File: src/wps_pkg.sv
// Shared types and constants for the RIFF/WAVE PCM stream parser.
// Holds the byte and result transfer structs, the status codes and the magic words.
// Depends on nothing else.
package wps_pkg;

  localparam int OffsetWidth = 34;
  localparam logic [OffsetWidth-1:0] OffsetMax = {OffsetWidth{1'b1}};
  localparam logic [OffsetWidth-1:0] FirstChunkOffset = 34'd12;

  // Magic words, first file byte in the low byte.
  localparam logic [31:0] RiffTag = 32'h4646_4952;
  localparam logic [31:0] WaveTag = 32'h4556_4157;
  // Chunk id as shifted in, first byte in the high byte.
  localparam logic [31:0] DataId  = 32'h6461_7461;

  localparam logic [15:0] FormatPcm = 16'd1;
  localparam logic [15:0] Depth8    = 16'd8;
  localparam logic [15:0] Depth16   = 16'd16;

  typedef enum logic [2:0] {
    STATUS_OK       = 3'd0,
    STATUS_SHORT    = 3'd1,
    STATUS_MAGIC    = 3'd2,
    STATUS_NOT_PCM  = 3'd3,
    STATUS_DEPTH    = 3'd4,
    STATUS_NO_DATA  = 3'd5,
    STATUS_EMPTY    = 3'd6,
    STATUS_OVERLAP  = 3'd7
  } status_t;

  typedef struct packed {
    logic [7:0] in_byte;
    logic       end_of_buffer;
  } byte_item_t;

  typedef struct packed {
    logic signed [15:0] sample_value;
    logic               sample_valid;
    logic               finished;
    logic [2:0]         status_code;
    logic [15:0]        channel_count;
    logic [31:0]        rate_hz;
    logic [15:0]        depth_bits;
  } result_item_t;

endpackage

File: src/wav_pcm_stream_parser.sv
// RIFF/WAVE PCM stream parser, top level.
// Parses a byte stream into header fields, a status and signed 16-bit samples.
// Depends on wps_pkg for the transfer structs, status codes and magic words.
//
// Usage:
//   The byte channel (byte_valid, byte_stall, byte_data) carries one file byte
//   per transfer, with end_of_buffer set on the final byte of a file. The
//   result channel (result_valid, result_stall, result_data) carries a result
//   for every byte that completes a sample or ends the file; other bytes give
//   no result transfer. Samples seen before a nonzero final status should be
//   discarded by the consumer.
//   A result is presented in the cycle after its byte is
//   transferred. Throughput is one byte per cycle; the whole per-byte update
//   (header capture, chunk walk and sample build) is a single pass of logic
//   between the byte transfer and the result register.
//   When the receiver stalls while a result is pending, byte_stall is raised
//   and the pending result holds until it is taken. Bytes keep flowing while
//   the result register is empty or being drained in the same cycle.
//   Reset clears the parser to the start of a new file and empties the result
//   register. After the final byte of a file the parser returns to the same
//   state, so the next byte begins a new file.
module wav_pcm_stream_parser
  import wps_pkg::*;
(
  input  logic         clk,
  input  logic         rst,
  input  logic         byte_valid,
  output logic         byte_stall,
  input  byte_item_t   byte_data,
  output logic         result_valid,
  input  logic         result_stall,
  output result_item_t result_data
);

  // Parser state.
  logic [OffsetWidth-1:0] byte_offset;
  logic                   magic_ok;
  logic [15:0]            format_word;
  logic [15:0]            channels_word;
  logic [31:0]            rate_word;
  logic [15:0]            depth_word;
  logic [OffsetWidth-1:0] next_chunk_offset;
  logic [31:0]            chunk_id_shift;
  logic [31:0]            chunk_size_shift;
  logic                   data_found;
  logic [31:0]            data_bytes_left;
  logic [7:0]             low_byte_hold;
  logic                   pair_phase;
  logic                   any_sample;
  logic                   overlap_flag;

  // State after the current byte, before the end-of-file return to reset.
  logic [OffsetWidth-1:0] byte_offset_next;
  logic                   magic_ok_next;
  logic [15:0]            format_word_next;
  logic [15:0]            channels_word_next;
  logic [31:0]            rate_word_next;
  logic [15:0]            depth_word_next;
  logic [OffsetWidth-1:0] next_chunk_offset_next;
  logic [31:0]            chunk_id_shift_next;
  logic [31:0]            chunk_size_shift_next;
  logic                   data_found_next;
  logic [31:0]            data_bytes_left_next;
  logic [7:0]             low_byte_hold_next;
  logic                   pair_phase_next;
  logic                   any_sample_next;
  logic                   overlap_flag_next;

  logic                   accept;
  logic [7:0]             b;
  logic                   last;
  logic                   not_saturated;
  logic [OffsetWidth:0]   chunk_diff;
  logic                   in_header;
  logic                   header_id_part;
  logic                   header_done;
  logic [OffsetWidth:0]   chunk_end;
  logic                   emit_sample;
  logic [15:0]            sample_bits;
  status_t                status;
  result_item_t           result_next;

  // A result waiting on a stalled receiver blocks the next byte; otherwise
  // the result register is free to take a new result this cycle.
  assign byte_stall = result_valid && result_stall;
  assign accept     = byte_valid && !byte_stall;

  assign b    = byte_data.in_byte;
  assign last = byte_data.end_of_buffer;

  assign not_saturated = (byte_offset != OffsetMax);

  // Position relative to the current chunk header. The borrow of the
  // subtraction is the "not yet at the header" test.
  assign chunk_diff     = {1'b0, byte_offset} - {1'b0, next_chunk_offset};
  assign in_header      = !chunk_diff[OffsetWidth];
  assign header_id_part = (chunk_diff[OffsetWidth-1:2] == '0);
  assign header_done    = (chunk_diff[OffsetWidth-1:0] == OffsetWidth'(7));

  // Start of the following chunk: past this header, the payload and an odd pad byte.
  // At the last header byte the size word is this byte over the upper three.
  assign chunk_end = {1'b0, byte_offset} + (OffsetWidth+1)'(1)
                   + (OffsetWidth+1)'({b, chunk_size_shift[31:8]})
                   + (OffsetWidth+1)'(chunk_size_shift[8]);

  always_comb begin
    byte_offset_next       = not_saturated ? byte_offset + OffsetWidth'(1) : byte_offset;
    magic_ok_next          = magic_ok;
    format_word_next       = format_word;
    channels_word_next     = channels_word;
    rate_word_next         = rate_word;
    depth_word_next        = depth_word;
    next_chunk_offset_next = next_chunk_offset;
    chunk_id_shift_next    = chunk_id_shift;
    chunk_size_shift_next  = chunk_size_shift;
    data_found_next        = data_found;
    data_bytes_left_next   = data_bytes_left;
    low_byte_hold_next     = low_byte_hold;
    pair_phase_next        = pair_phase;
    overlap_flag_next      = overlap_flag;
    emit_sample            = 1'b0;
    sample_bits            = '0;

    // Magic words at offsets 0 to 3 and 8 to 11.
    if (byte_offset[OffsetWidth-1:2] == '0 && b != RiffTag[{byte_offset[1:0], 3'b000} +: 8]) begin
      magic_ok_next = 1'b0;
    end
    if (byte_offset[OffsetWidth-1:2] == (OffsetWidth-2)'(2) &&
        b != WaveTag[{byte_offset[1:0], 3'b000} +: 8]) begin
      magic_ok_next = 1'b0;
    end

    // Fixed-offset header words, little-endian.
    if (byte_offset[OffsetWidth-1:1] == (OffsetWidth-1)'(10)) begin
      format_word_next[{byte_offset[0], 3'b000} +: 8] =
        format_word[{byte_offset[0], 3'b000} +: 8] | b;
    end else if (byte_offset[OffsetWidth-1:1] == (OffsetWidth-1)'(11)) begin
      channels_word_next[{byte_offset[0], 3'b000} +: 8] =
        channels_word[{byte_offset[0], 3'b000} +: 8] | b;
    end else if (byte_offset[OffsetWidth-1:2] == (OffsetWidth-2)'(6)) begin
      rate_word_next[{byte_offset[1:0], 3'b000} +: 8] =
        rate_word[{byte_offset[1:0], 3'b000} +: 8] | b;
    end else if (byte_offset[OffsetWidth-1:1] == (OffsetWidth-1)'(17)) begin
      depth_word_next[{byte_offset[0], 3'b000} +: 8] =
        depth_word[{byte_offset[0], 3'b000} +: 8] | b;
    end

    if (data_found) begin
      // Payload of the data chunk, clamped to the bytes that arrive.
      if (data_bytes_left != '0) begin
        data_bytes_left_next = data_bytes_left - 32'd1;
        if (depth_word_next == Depth16) begin
          if (!pair_phase) begin
            low_byte_hold_next = b;
            pair_phase_next    = 1'b1;
          end else begin
            sample_bits     = {b, low_byte_hold};
            pair_phase_next = 1'b0;
            emit_sample     = 1'b1;
          end
        end else if (depth_word_next == Depth8) begin
          sample_bits = {~b[7], b[6:0], 8'h00};
          emit_sample = 1'b1;
        end
      end
    end else if (not_saturated && in_header) begin
      // Chunk header: id shifted in high first, size shifted in low first.
      if (header_id_part) begin
        chunk_id_shift_next = {chunk_id_shift[23:0], b};
      end else begin
        chunk_size_shift_next = {b, chunk_size_shift[31:8]};
      end
      if (header_done) begin
        if (chunk_id_shift_next == DataId) begin
          data_found_next = 1'b1;
          // A payload starting before offset 36 would overlap the format fields.
          if (byte_offset < OffsetWidth'(35)) begin
            overlap_flag_next    = 1'b1;
            data_bytes_left_next = '0;
          end else begin
            data_bytes_left_next = chunk_size_shift_next;
          end
        end else if (chunk_end > {1'b0, OffsetMax}) begin
          next_chunk_offset_next = OffsetMax;
        end else begin
          next_chunk_offset_next = chunk_end[OffsetWidth-1:0];
        end
      end
    end

    any_sample_next = any_sample || emit_sample;
  end

  // Final status, first applicable error in file order.
  always_comb begin
    if (byte_offset < OffsetWidth'(43)) begin
      status = STATUS_SHORT;
    end else if (!magic_ok_next) begin
      status = STATUS_MAGIC;
    end else if (format_word_next != FormatPcm) begin
      status = STATUS_NOT_PCM;
    end else if (depth_word_next != Depth16 && depth_word_next != Depth8) begin
      status = STATUS_DEPTH;
    end else if (!data_found_next) begin
      status = STATUS_NO_DATA;
    end else if (overlap_flag_next) begin
      status = STATUS_OVERLAP;
    end else if (!any_sample_next) begin
      status = STATUS_EMPTY;
    end else begin
      status = STATUS_OK;
    end
  end

  always_comb begin
    result_next.sample_value  = emit_sample ? sample_bits : '0;
    result_next.sample_valid  = emit_sample;
    result_next.finished      = last;
    result_next.status_code   = last ? status : STATUS_OK;
    result_next.channel_count = last ? channels_word_next : '0;
    result_next.rate_hz       = last ? rate_word_next : '0;
    result_next.depth_bits    = last ? depth_word_next : '0;
  end

  // Parser state. The final byte of a file returns everything to reset values.
  always_ff @(posedge clk) begin
    if (rst || (accept && last)) begin
      byte_offset       <= '0;
      magic_ok          <= 1'b1;
      format_word       <= '0;
      channels_word     <= '0;
      rate_word         <= '0;
      depth_word        <= '0;
      next_chunk_offset <= FirstChunkOffset;
      chunk_id_shift    <= '0;
      chunk_size_shift  <= '0;
      data_found        <= 1'b0;
      data_bytes_left   <= '0;
      low_byte_hold     <= '0;
      pair_phase        <= 1'b0;
      any_sample        <= 1'b0;
      overlap_flag      <= 1'b0;
    end else if (accept) begin
      byte_offset       <= byte_offset_next;
      magic_ok          <= magic_ok_next;
      format_word       <= format_word_next;
      channels_word     <= channels_word_next;
      rate_word         <= rate_word_next;
      depth_word        <= depth_word_next;
      next_chunk_offset <= next_chunk_offset_next;
      chunk_id_shift    <= chunk_id_shift_next;
      chunk_size_shift  <= chunk_size_shift_next;
      data_found        <= data_found_next;
      data_bytes_left   <= data_bytes_left_next;
      low_byte_hold     <= low_byte_hold_next;
      pair_phase        <= pair_phase_next;
      any_sample        <= any_sample_next;
      overlap_flag      <= overlap_flag_next;
    end
  end

  // Result register. It is loaded on every byte transfer; a byte without a
  // result leaves it empty, and a taken result frees it.
  always_ff @(posedge clk) begin
    if (rst) begin
      result_valid <= 1'b0;
    end else if (accept) begin
      result_valid <= emit_sample || last;
    end else if (!result_stall) begin
      result_valid <= 1'b0;
    end
  end

  always_ff @(posedge clk) begin
    if (accept) begin
      result_data <= result_next;
    end
  end

endmodule

File: config.mk
export PLATFORM = sky130hd
export DESIGN_NAME = wav_pcm_stream_parser
export DESIGN_NICKNAME = d
export VERILOG_FILES = /design/src/wps_pkg.sv /design/src/wav_pcm_stream_parser.sv
export SDC_FILE = /design/constraint.sdc
export NUM_CORES = 1
export LEC_CHECK = 0
export BUFFER_PORTS_ARGS = -buffer_cell sky130_fd_sc_hd__buf_4
export CAP_MARGIN = 15
export CORE_AREA = 4 4 228 230
export DETAILED_ROUTE_END_ITERATION = 16
export DIE_AREA = 0 0 232 234
export GPL_ROUTABILITY_DRIVEN = 0
export SLEW_MARGIN = 20
export SYNTH_ARGS = -nofsm -noshare
export SYNTH_HDL_FRONTEND = slang
export SYNTH_SLANG_ARGS = --single-unit
export TNS_END_PERCENT = 30
File: constraint.sdc
create_clock -name clk -period 4.75 [get_ports clk]
set_input_delay 0 -clock clk [delete_from_list [all_inputs] [get_ports clk]]
set_output_delay 0 -clock clk [all_outputs]
set_load 0.05 [all_outputs]
==> key figures, run 1 <==
Outcome
  – Status: completed

Floorplanning
  – Initial Util: 39.7%
  – Die area: 0.0543 mm2
  – I/O Pins: 100
  – Die W: 232 um
  – Core area: 0.0499 mm2
  – # rows: 82
  – Die height: 234 um

Routing
  – Max layer used: met4
  – Length of routed met3 wiring: 3.35 mm
  – WL met2: 28.6 mm
  – Routed WL: 60.1 mm
  – Residual DRC count: 0
  – WL/cell: 19.0 um
  – M1 wire length: 26.7 mm
  – DR iter-0 viols: 1,548
  – Via/cell ratio: 5.66
  – Via count: 17.9k
  – Drt pass-1 iters: 6
  – Antenna-violating nets left: 0

Synth
  – Mapped Cells: 2,342
  – Post-synthesis register bit count: 343
  – Synth top area share: between 20% and 30%
  – Synthesized area: 0.0198 mm2
  – Seq/Total Area, Yosys: between 30% and 40%
  – Yosys warnings: 0
  – Syn Area/Cell: 8.45 um2
  – EDFF count, synth: 85
  – Synth cell types: between 80 and 90
  – Syn_nets: between 2k and 2.5k
  – Yosys top cell by area: dfxtp_1
  – Post-synth top cells: 276 x a21oi_1, 276 x nor2_1, 258 x dfxtp_1
  – Post-synth ARST share: 0%
  – Ranking of synthesized cells by area: dfxtp_1 26%, edfxtp_1 13%, a21oi_1 7.0%
  – Top FF cell, synth: dfxtp_1

Flow run
  – Max_cap viols: 0

Hold path
  – Worst Hold Class: input pin to flip-flop

Cells and area
  – Layout Cells excl Fill: 3,165
  – Finished layout cell area: roughly 0.023 mm2
  – Diodes inserted: 0
  – Layout area overhead: 17.7%
  – Layout Nets: 2,587
  – Share of post-route cells with drive strength above 1: 13.8%

STA
  – Min Tclk post-route: ~4.5 ns
  – Final setup fails: 0
  – Slew @ Worst Pin: 1.05 ns
  – Max Clock Skew: 0.0181 ns
  – Hold Fails Final Rpt: 0
  – Setup TNS: 0 ns
  – Slew Limit Fails: 0
  – Max transition margin: 30.2%
  – Final worst slack: 0.210 ns
  – Fin crit share: 95.6%
  – Fmax: 220 MHz

Worst setup path
  – WP data required: 5.16 ns
  – Max FO, Critical Path: 18
  – Critical Path Sink Type: flip-flop
  – Element type at the critical path start: flip-flop
  – Critical path data arrival time: between 4 and 5 ns
  – WS Path Type: flip-flop to flip-flop

GRT
  – Total grt overflow: 0
  – Total Routing Usage GR: 21.4%
  – Largest net degree at the start of global routing: between 90 and 100
  – Vias in the first global route: 17.0k
  – First-pass GRT wire length: 94.2 mm
  – Antenna violations before repair: 0

Power and ir drop
  – Internal power: just under 0.005 W
  – Sw power: 0.00159 W
  – Comb pwr share: 6.6%
  – Seq pwr share: 46.3%
  – Switching Share: 24.4%
  – VDD IR max: 0.000228 V
  – Pwr Total: approximately 0.0065 W
  – LEAKAGE: 8.88 nW
  – Pwr Density: roughly 280 mW/mm2
  – Clock share of power: 47.0%

Clocking
  – Inserted Clock Buffers: 38
  – Clock Sinks: 343
  – CTS clock-pin slew for the worst setup and hold paths: 0.06 ns
  – H-tree depth: 2
  – CTS tree: built
  – Clk Latency, worst-skew pair: 0.57 ns
  – Clock Path Buffers: 3
  – Post-CTS setup repair buffer count: 0
  – CTS Root Cell: clkbuf_16

Place
  – Placed insts: 3,085
  – Post-DP HPWL: 42.5 mm
  – Port Buffers: 99
  – Post-placement cell area: 0.0218 mm2
  – Dpl ws: 0.0775 ns
## critical path, cell delays in order (launching register included)
cell       delay (ns)
dfxtp_1          0.32
buf_6            0.19
ha_1             0.29
nand2b_1         0.08
a211o_1          0.33
a211oi_2         0.33
buf_4            0.18
o2111ai_1        0.19
a21oi_1          0.27
mux2i_1          0.30
nand3b_1         0.10
or4_1            0.49
nor4b_2          0.25
buf_4            0.28
buf_12           0.18
mux2_2           0.34
a22oi_1          0.18
o31ai_1          0.09
## power by group through the flow
stage	registers, W	logic [W]	clock network, W
after floorplan	0.00321	0.000168	0
after global placement	0.00310	0.000421	0
after detailed placement	0.00310	0.000424	0
after CTS	0.00303	0.000434	0.00314
after global routing	0.00303	0.000457	0.00324
final	0.00303	0.000433	0.00308
## repair_timing
item	4_1_cts	5_1_grt
gates resized for setup	0	16
setup endpoints to repair	0	84
endpoints found under the hold margin	41	0
hold buffers	12	0
## layer usage
metal,up-vias,track usage (%)
li1,8670,-
met1,8635,29.0
met2,506,36.2
met3,95,2.66
met4,0,6.31
met5,-,0
## cell type report
cell class	instances	area, um2
fillers	4833	26600
inverters	74	279
multi-input cells	1793	11400
clock buffers	51	1070
repair buffers	215	1790
flip-flops and latches	343	7720
clock inverters	17	236
well taps	672	841
## through the flow
| stage | hold WS [ns] | util (%) |
|---|---|---|
| final | 0.115 | 46.7 |
| after global placement | 0.208 | 43.7 |
| after detailed placement | 0.224 | 43.7 |
| after floorplan | 0.0691 | - |
| after global routing | 0.157 | 46.7 |
| after CTS | 0.0808 | 46.5 |
## final timing paths
check	start	to	slack (ns)	depth (start not counted)
hold reg to reg	chunk_id_shift[31]$_SDFFE_PP0P_	chunk_id_shift[31]$_SDFFE_PP0P_	0.45	2
setup / recovery	byte_offset[1]$_SDFFE_PP0P_	data_bytes_left[18]$_SDFFE_PP0P_	0.21	17
hold / removal	result_stall	format_word[4]$_SDFFE_PP0P_	0.11	5
setup reg to reg	byte_offset[1]$_SDFFE_PP0P_	data_bytes_left[18]$_SDFFE_PP0P_	0.21	17
## logic make-up (layout without fill, tap and decap cells)
family          after synthesis  count (layout)  share of synthesized area, %
xor+xnor                     70              70                          3.10
mux                          77              77                          4.49
fa+ha+maj                   109             109                          7.00
buf+inv                     206             357                          4.28
compound gates              621             621                          19.8
flops                       343             343                          39.0
simple gates                916             916                          22.4
## cells in the final DEF (no fill, tap or decap), types with 32 or more instances in the layout
cell type	netlist	final
nor4_1	34	32
nand3_1	74	73
clkbuf_16	0	39
mux2i_1	54	54
xnor2_1	42	42
o21ai_0	109	108
nor2b_1	87	87
inv_1	73	72
nor2_1	276	275
edfxtp_1	85	85
dfxtp_1	258	257
and2_1	36	36
buf_4	6	191
nand2_1	232	232
nor3_1	38	37
ha_1	106	106
a21oi_1	276	274
## sequential cells by signal, summed over array words and instances (netlist names)
register,flops
result_data,85
byte_offset,34
next_chunk_offset,34
chunk_id_shift,32
chunk_size_shift,32
data_bytes_left,32
rate_word,32
channels_word,16
depth_word,16
format_word,16
low_byte_hold,8
any_sample,1
data_found,1
magic_ok,1
overlap_flag,1
pair_phase,1
result_valid,1
Note: power is estimated with default switching activity, not from simulation.
==> run 2: changes to the inputs <==
--- a/config.mk
+++ b/config.mk
@@ -5,12 +5,14 @@
 export SDC_FILE = /design/constraint.sdc
 export NUM_CORES = 1
 export LEC_CHECK = 0
+export ABC_AREA = 1
 export BUFFER_PORTS_ARGS = -buffer_cell sky130_fd_sc_hd__buf_4
 export CAP_MARGIN = 15
-export CORE_AREA = 4 4 228 230
+export CORE_AREA = 4 4 235 237
 export DETAILED_ROUTE_END_ITERATION = 16
-export DIE_AREA = 0 0 232 234
+export DIE_AREA = 0 0 239 241
 export GPL_ROUTABILITY_DRIVEN = 0
+export REMOVE_ABC_BUFFERS = 1
 export SLEW_MARGIN = 20
 export SYNTH_ARGS = -nofsm -noshare
 export SYNTH_HDL_FRONTEND = slang
==> key figures, run 2 <==
STA
  – Slew @ Worst Pin: 0.953 ns
  – Max Clock Skew: between 0.03 and 0.04 ns
  – Min Tclk post-route: 4.40 ns
  – Fmax: 227 MHz
  – Max transition margin: 36.5%
  – Final setup fails: 0
  – Fin crit share: between 90% and 100%
  – Slew Limit Fails: 0
  – Hold Fails Final Rpt: 0

Clocking
  – Inserted Clock Buffers: 39
  – Clock Sinks: ~340
  – H-tree depth: 2
  – CTS Root Cell: clkbuf_16
  – CTS clock-pin slew for the worst setup and hold paths: 0.07 ns
  – CTS tree: built
  – Clock Path Buffers: 3
  – Clk Latency, worst-skew pair: 0.58 ns

Synth
  – Most frequent cell after synthesis: nand2_1
  – Post-synthesis register bit count: roughly 340
  – Ranking of synthesized cells by area: dfxtp_1 24%, edfxtp_1 12%, nand2_1 10%
  – Yosys top cell by area: dfxtp_1
  – XOR/XNOR share of the synthesized area: under 10%
  – Synth Area in Compound Gates: approximately 17%
  – Post-Synth Simple-Gate Area: a little over a quarter
  – Top FF cell, synth: dfxtp_1
  – EDFF count, synth: 85
  – Yosys warnings: 0
  – Adder-cell area share of the yosys netlist: 6.56%
  – Synthesized area: 0.0211 mm2
  – Post-synth ARST share: 0%
  – Mapped Cells: 3,053
  – Post-synth top cells: 589 x nand2_1, 445 x inv_1, 397 x nor2_1
  – Largest family of logic cells by synthesized area: simple AND/OR/NAND/NOR gates
  – Seq/Total Area, Yosys: 36.5%
  – Synth top area share: 24.4%
  – Mux cell area share after synthesis: 0.0473%
  – Synth cell types: 58
  – Syn Area/Cell: slightly below 7 um2

Floorplanning
  – Initial Util: 39.7%
  – Die W: 239 um
  – # rows: 85
  – Die area: ~0.058 mm2
  – Die height: roughly 240 um
  – I/O Pins: 100
  – Core area: approximately 0.053 mm2

GRT
  – Total grt overflow: 0
  – First-pass GRT wire length: 104 mm
  – GRT met1 Usage: about 30%
  – Met3 usage: 3.28%
  – Grt met2 use: 36.8%
  – Largest net degree at the start of global routing: 122
  – Vias in the first global route: 19.3k
  – Antenna violations before repair: 1
  – Total Routing Usage GR: between 20 and 25%
  – Gr busiest metal: met2

Cells and area
  – Diodes inserted: 0
  – Layout area overhead: 15.7%
  – Max reg flops: 85
  – Biggest register: result_data
  – Layout Nets: 3,276
  – Share of post-route cells with drive strength above 1: under 10%
  – Top Registers: result_data: 85 flops, byte_offset: 34 flops, next_chunk_offset: 34 flops
  – Finished layout cell area: 0.0245 mm2
  – Layout Cells excl Fill: 3,878
  – Fillers: between 5k and 6k
  – Commonest non-fill, non-tap cells in the layout: 587 x nand2_1, 443 x inv_1, 397 x nor2_1, 257 x dfxtp_1, 223 x o21ai_0
  – Most common cell after layout, fill and taps aside: nand2_1

Routing
  – Residual DRC count: 0
  – Drt pass-1 iters: 7
  – Antenna-violating nets left: 0
  – Via count: 21.0k
  – Via/cell ratio: roughly 5.4
  – Routed WL: 66.6 mm
  – WL/cell: 17.2 um
  – DR iter-0 viols: 2,116

Worst setup path
  – WS Path Type: flip-flop to flip-flop
  – Element type at the critical path start: flip-flop
  – WP data required: 5.19 ns
  – Crit-path cells: buf_4 > fa_1 > ha_1 > fa_1 > nand3_1 > nand3_1 > a21boi_1 > o21ai_1 > nand3_1 > nand3_1 > a21boi_1 > nor2_1 > nor2_1 > o21ai_0 > xor2_1 > nor2_1 > nand3_1 > nor2_1 > nand4_1 > nand2_1 > nand2_1 > buf_12 > nor2_1 > nor2_1
  – Max FO, Critical Path: 22
  – Worst path top cell family by delay: simple AND/OR/NAND/NOR gates
  – Crit path depth: 24
  – Slowest CP cell: fa_1
  – Worst Reg2Reg Path Length in Cells: 24
  – Critical Path Sink Type: flip-flop
  – Slowest stage delay, CP: 0.49 ns
  – Critical path data arrival time: 4.83 ns
  – Most frequent CP cell: nor2_1
  – Buffer and inverter count on the worst path: 2

Power and ir drop
  – Pwr Total: 0.00684 W
  – Pwr Density: 280 mW/mm2
  – VDD IR max: ~0.00020 V
  – LEAKAGE: 11.2 nW

Place
  – Placed insts: 3,788
  – Post-DP HPWL: 48.8 mm
  – Port Buffers: 99
  – Post-placement cell area: 0.0228 mm2

Hold path
  – Hold path depth: 4
  – Worst Hold Class: input pin to flip-flop

Flow run
  – Max_cap viols: 0

Outcome
  – Status: completed
-- run 2: changes by cell type after synthesis, sizes merged, moves of 53 or more --
cell   delta
inv     +388
o21ai   +133
mux2i    -53
nor2    +127
nand4    +72
a21oi    -82
nand2   +358
nor2b    -87
-- run 2: worst paths after layout --
path	start	endpoint	slack [ns]
worst max-delay path	byte_offset[1]$_SDFFE_PP0P_	next_chunk_offset[28]$_SDFFE_PP0P_	0.35
worst min-delay path	byte_data[4]	format_word[11]$_SDFFE_PP0P_	0.03
worst max register to register	byte_offset[1]$_SDFFE_PP0P_	next_chunk_offset[28]$_SDFFE_PP0P_	0.35
worst min register to register	magic_ok$_SDFFE_PP1P_	magic_ok$_SDFFE_PP1P_	0.46
-- run 2: stage by stage --
stage / hold slack [ns] / TNS [ns] / util (%) / setup slack, ns
after floorplan: 0.0694 / -547.38 / - / -3.24
after global placement: 0.169 / 0 / 42.7 / 0.161
after detailed placement: 0.177 / 0 / 42.7 / 0.0778
after CTS: 0.000807 / 0 / 45.5 / 0.0213
after global routing: 0.0294 / -0.124 / 45.9 / -0.0264
final: 0.0277 / 0 / 45.9 / 0.354
-- run 2: worst reg2reg max path: stages (launching register included) --
cell	delay, ns
dfxtp_1	0.31
buf_4	0.16
fa_1	0.49
ha_1	0.23
fa_1	0.41
nand3_1	0.08
nand3_1	0.11
a21boi_1	0.23
o21ai_1	0.16
nand3_1	0.12
nand3_1	0.17
a21boi_1	0.26
nor2_1	0.06
nor2_1	0.17
o21ai_0	0.14
xor2_1	0.20
nor2_1	0.11
nand3_1	0.07
nor2_1	0.17
nand4_1	0.12
nand2_1	0.11
nand2_1	0.09
buf_12	0.17
nor2_1	0.10
nor2_1	0.06
-- run 2: layout make-up --
cell class	instances	area [um2]	area share, %
Inverter	469	1770	7.22
Clock inverter	20	292	1.19
Tap cell	696	871	3.56
Sequential cell	343	7720	31.6
Multi-Input combinational cell	2121	11200	45.8
Timing Repair Buffer	180	1530	6.26
Clock buffer	49	1060	4.35
-- run 2: metal layers --
| layer | routed length [um] | share of wire (%) | up-vias |
|---|---|---|---|
| met2 | 30900 | 46 | 817 |
| met4 | 1840 | 2.8 | 0 |
| met5 | 0 | 0 | - |
| met3 | 4610 | 6.9 | 126 |
| met1 | 29300 | 44 | 9704 |
| li1 | - | - | 10300 |
-- run 2: timing repair --
item | 4_1_cts | 5_1_grt
gates resized for setup | 0 | 25
setup endpoints to repair | 0 | 66
hold buffers | 13 | 0
buffers inserted | 0 | 5
endpoints found under the hold margin | 63 | 0
-- run 2: cells by family after synthesis --
kind of cell	Yosys count
xor+xnor	56
simple gates	1330
compound gates	624
mux	1
fa+ha+maj	109
flops	343
buf+inv	590
-- run 2: power breakdown --
part	switching [W]	internal [W]
Clock	0.00128	0.00192
Sequential	0.0000250	0.00305
Combinational	0.000425	0.000137
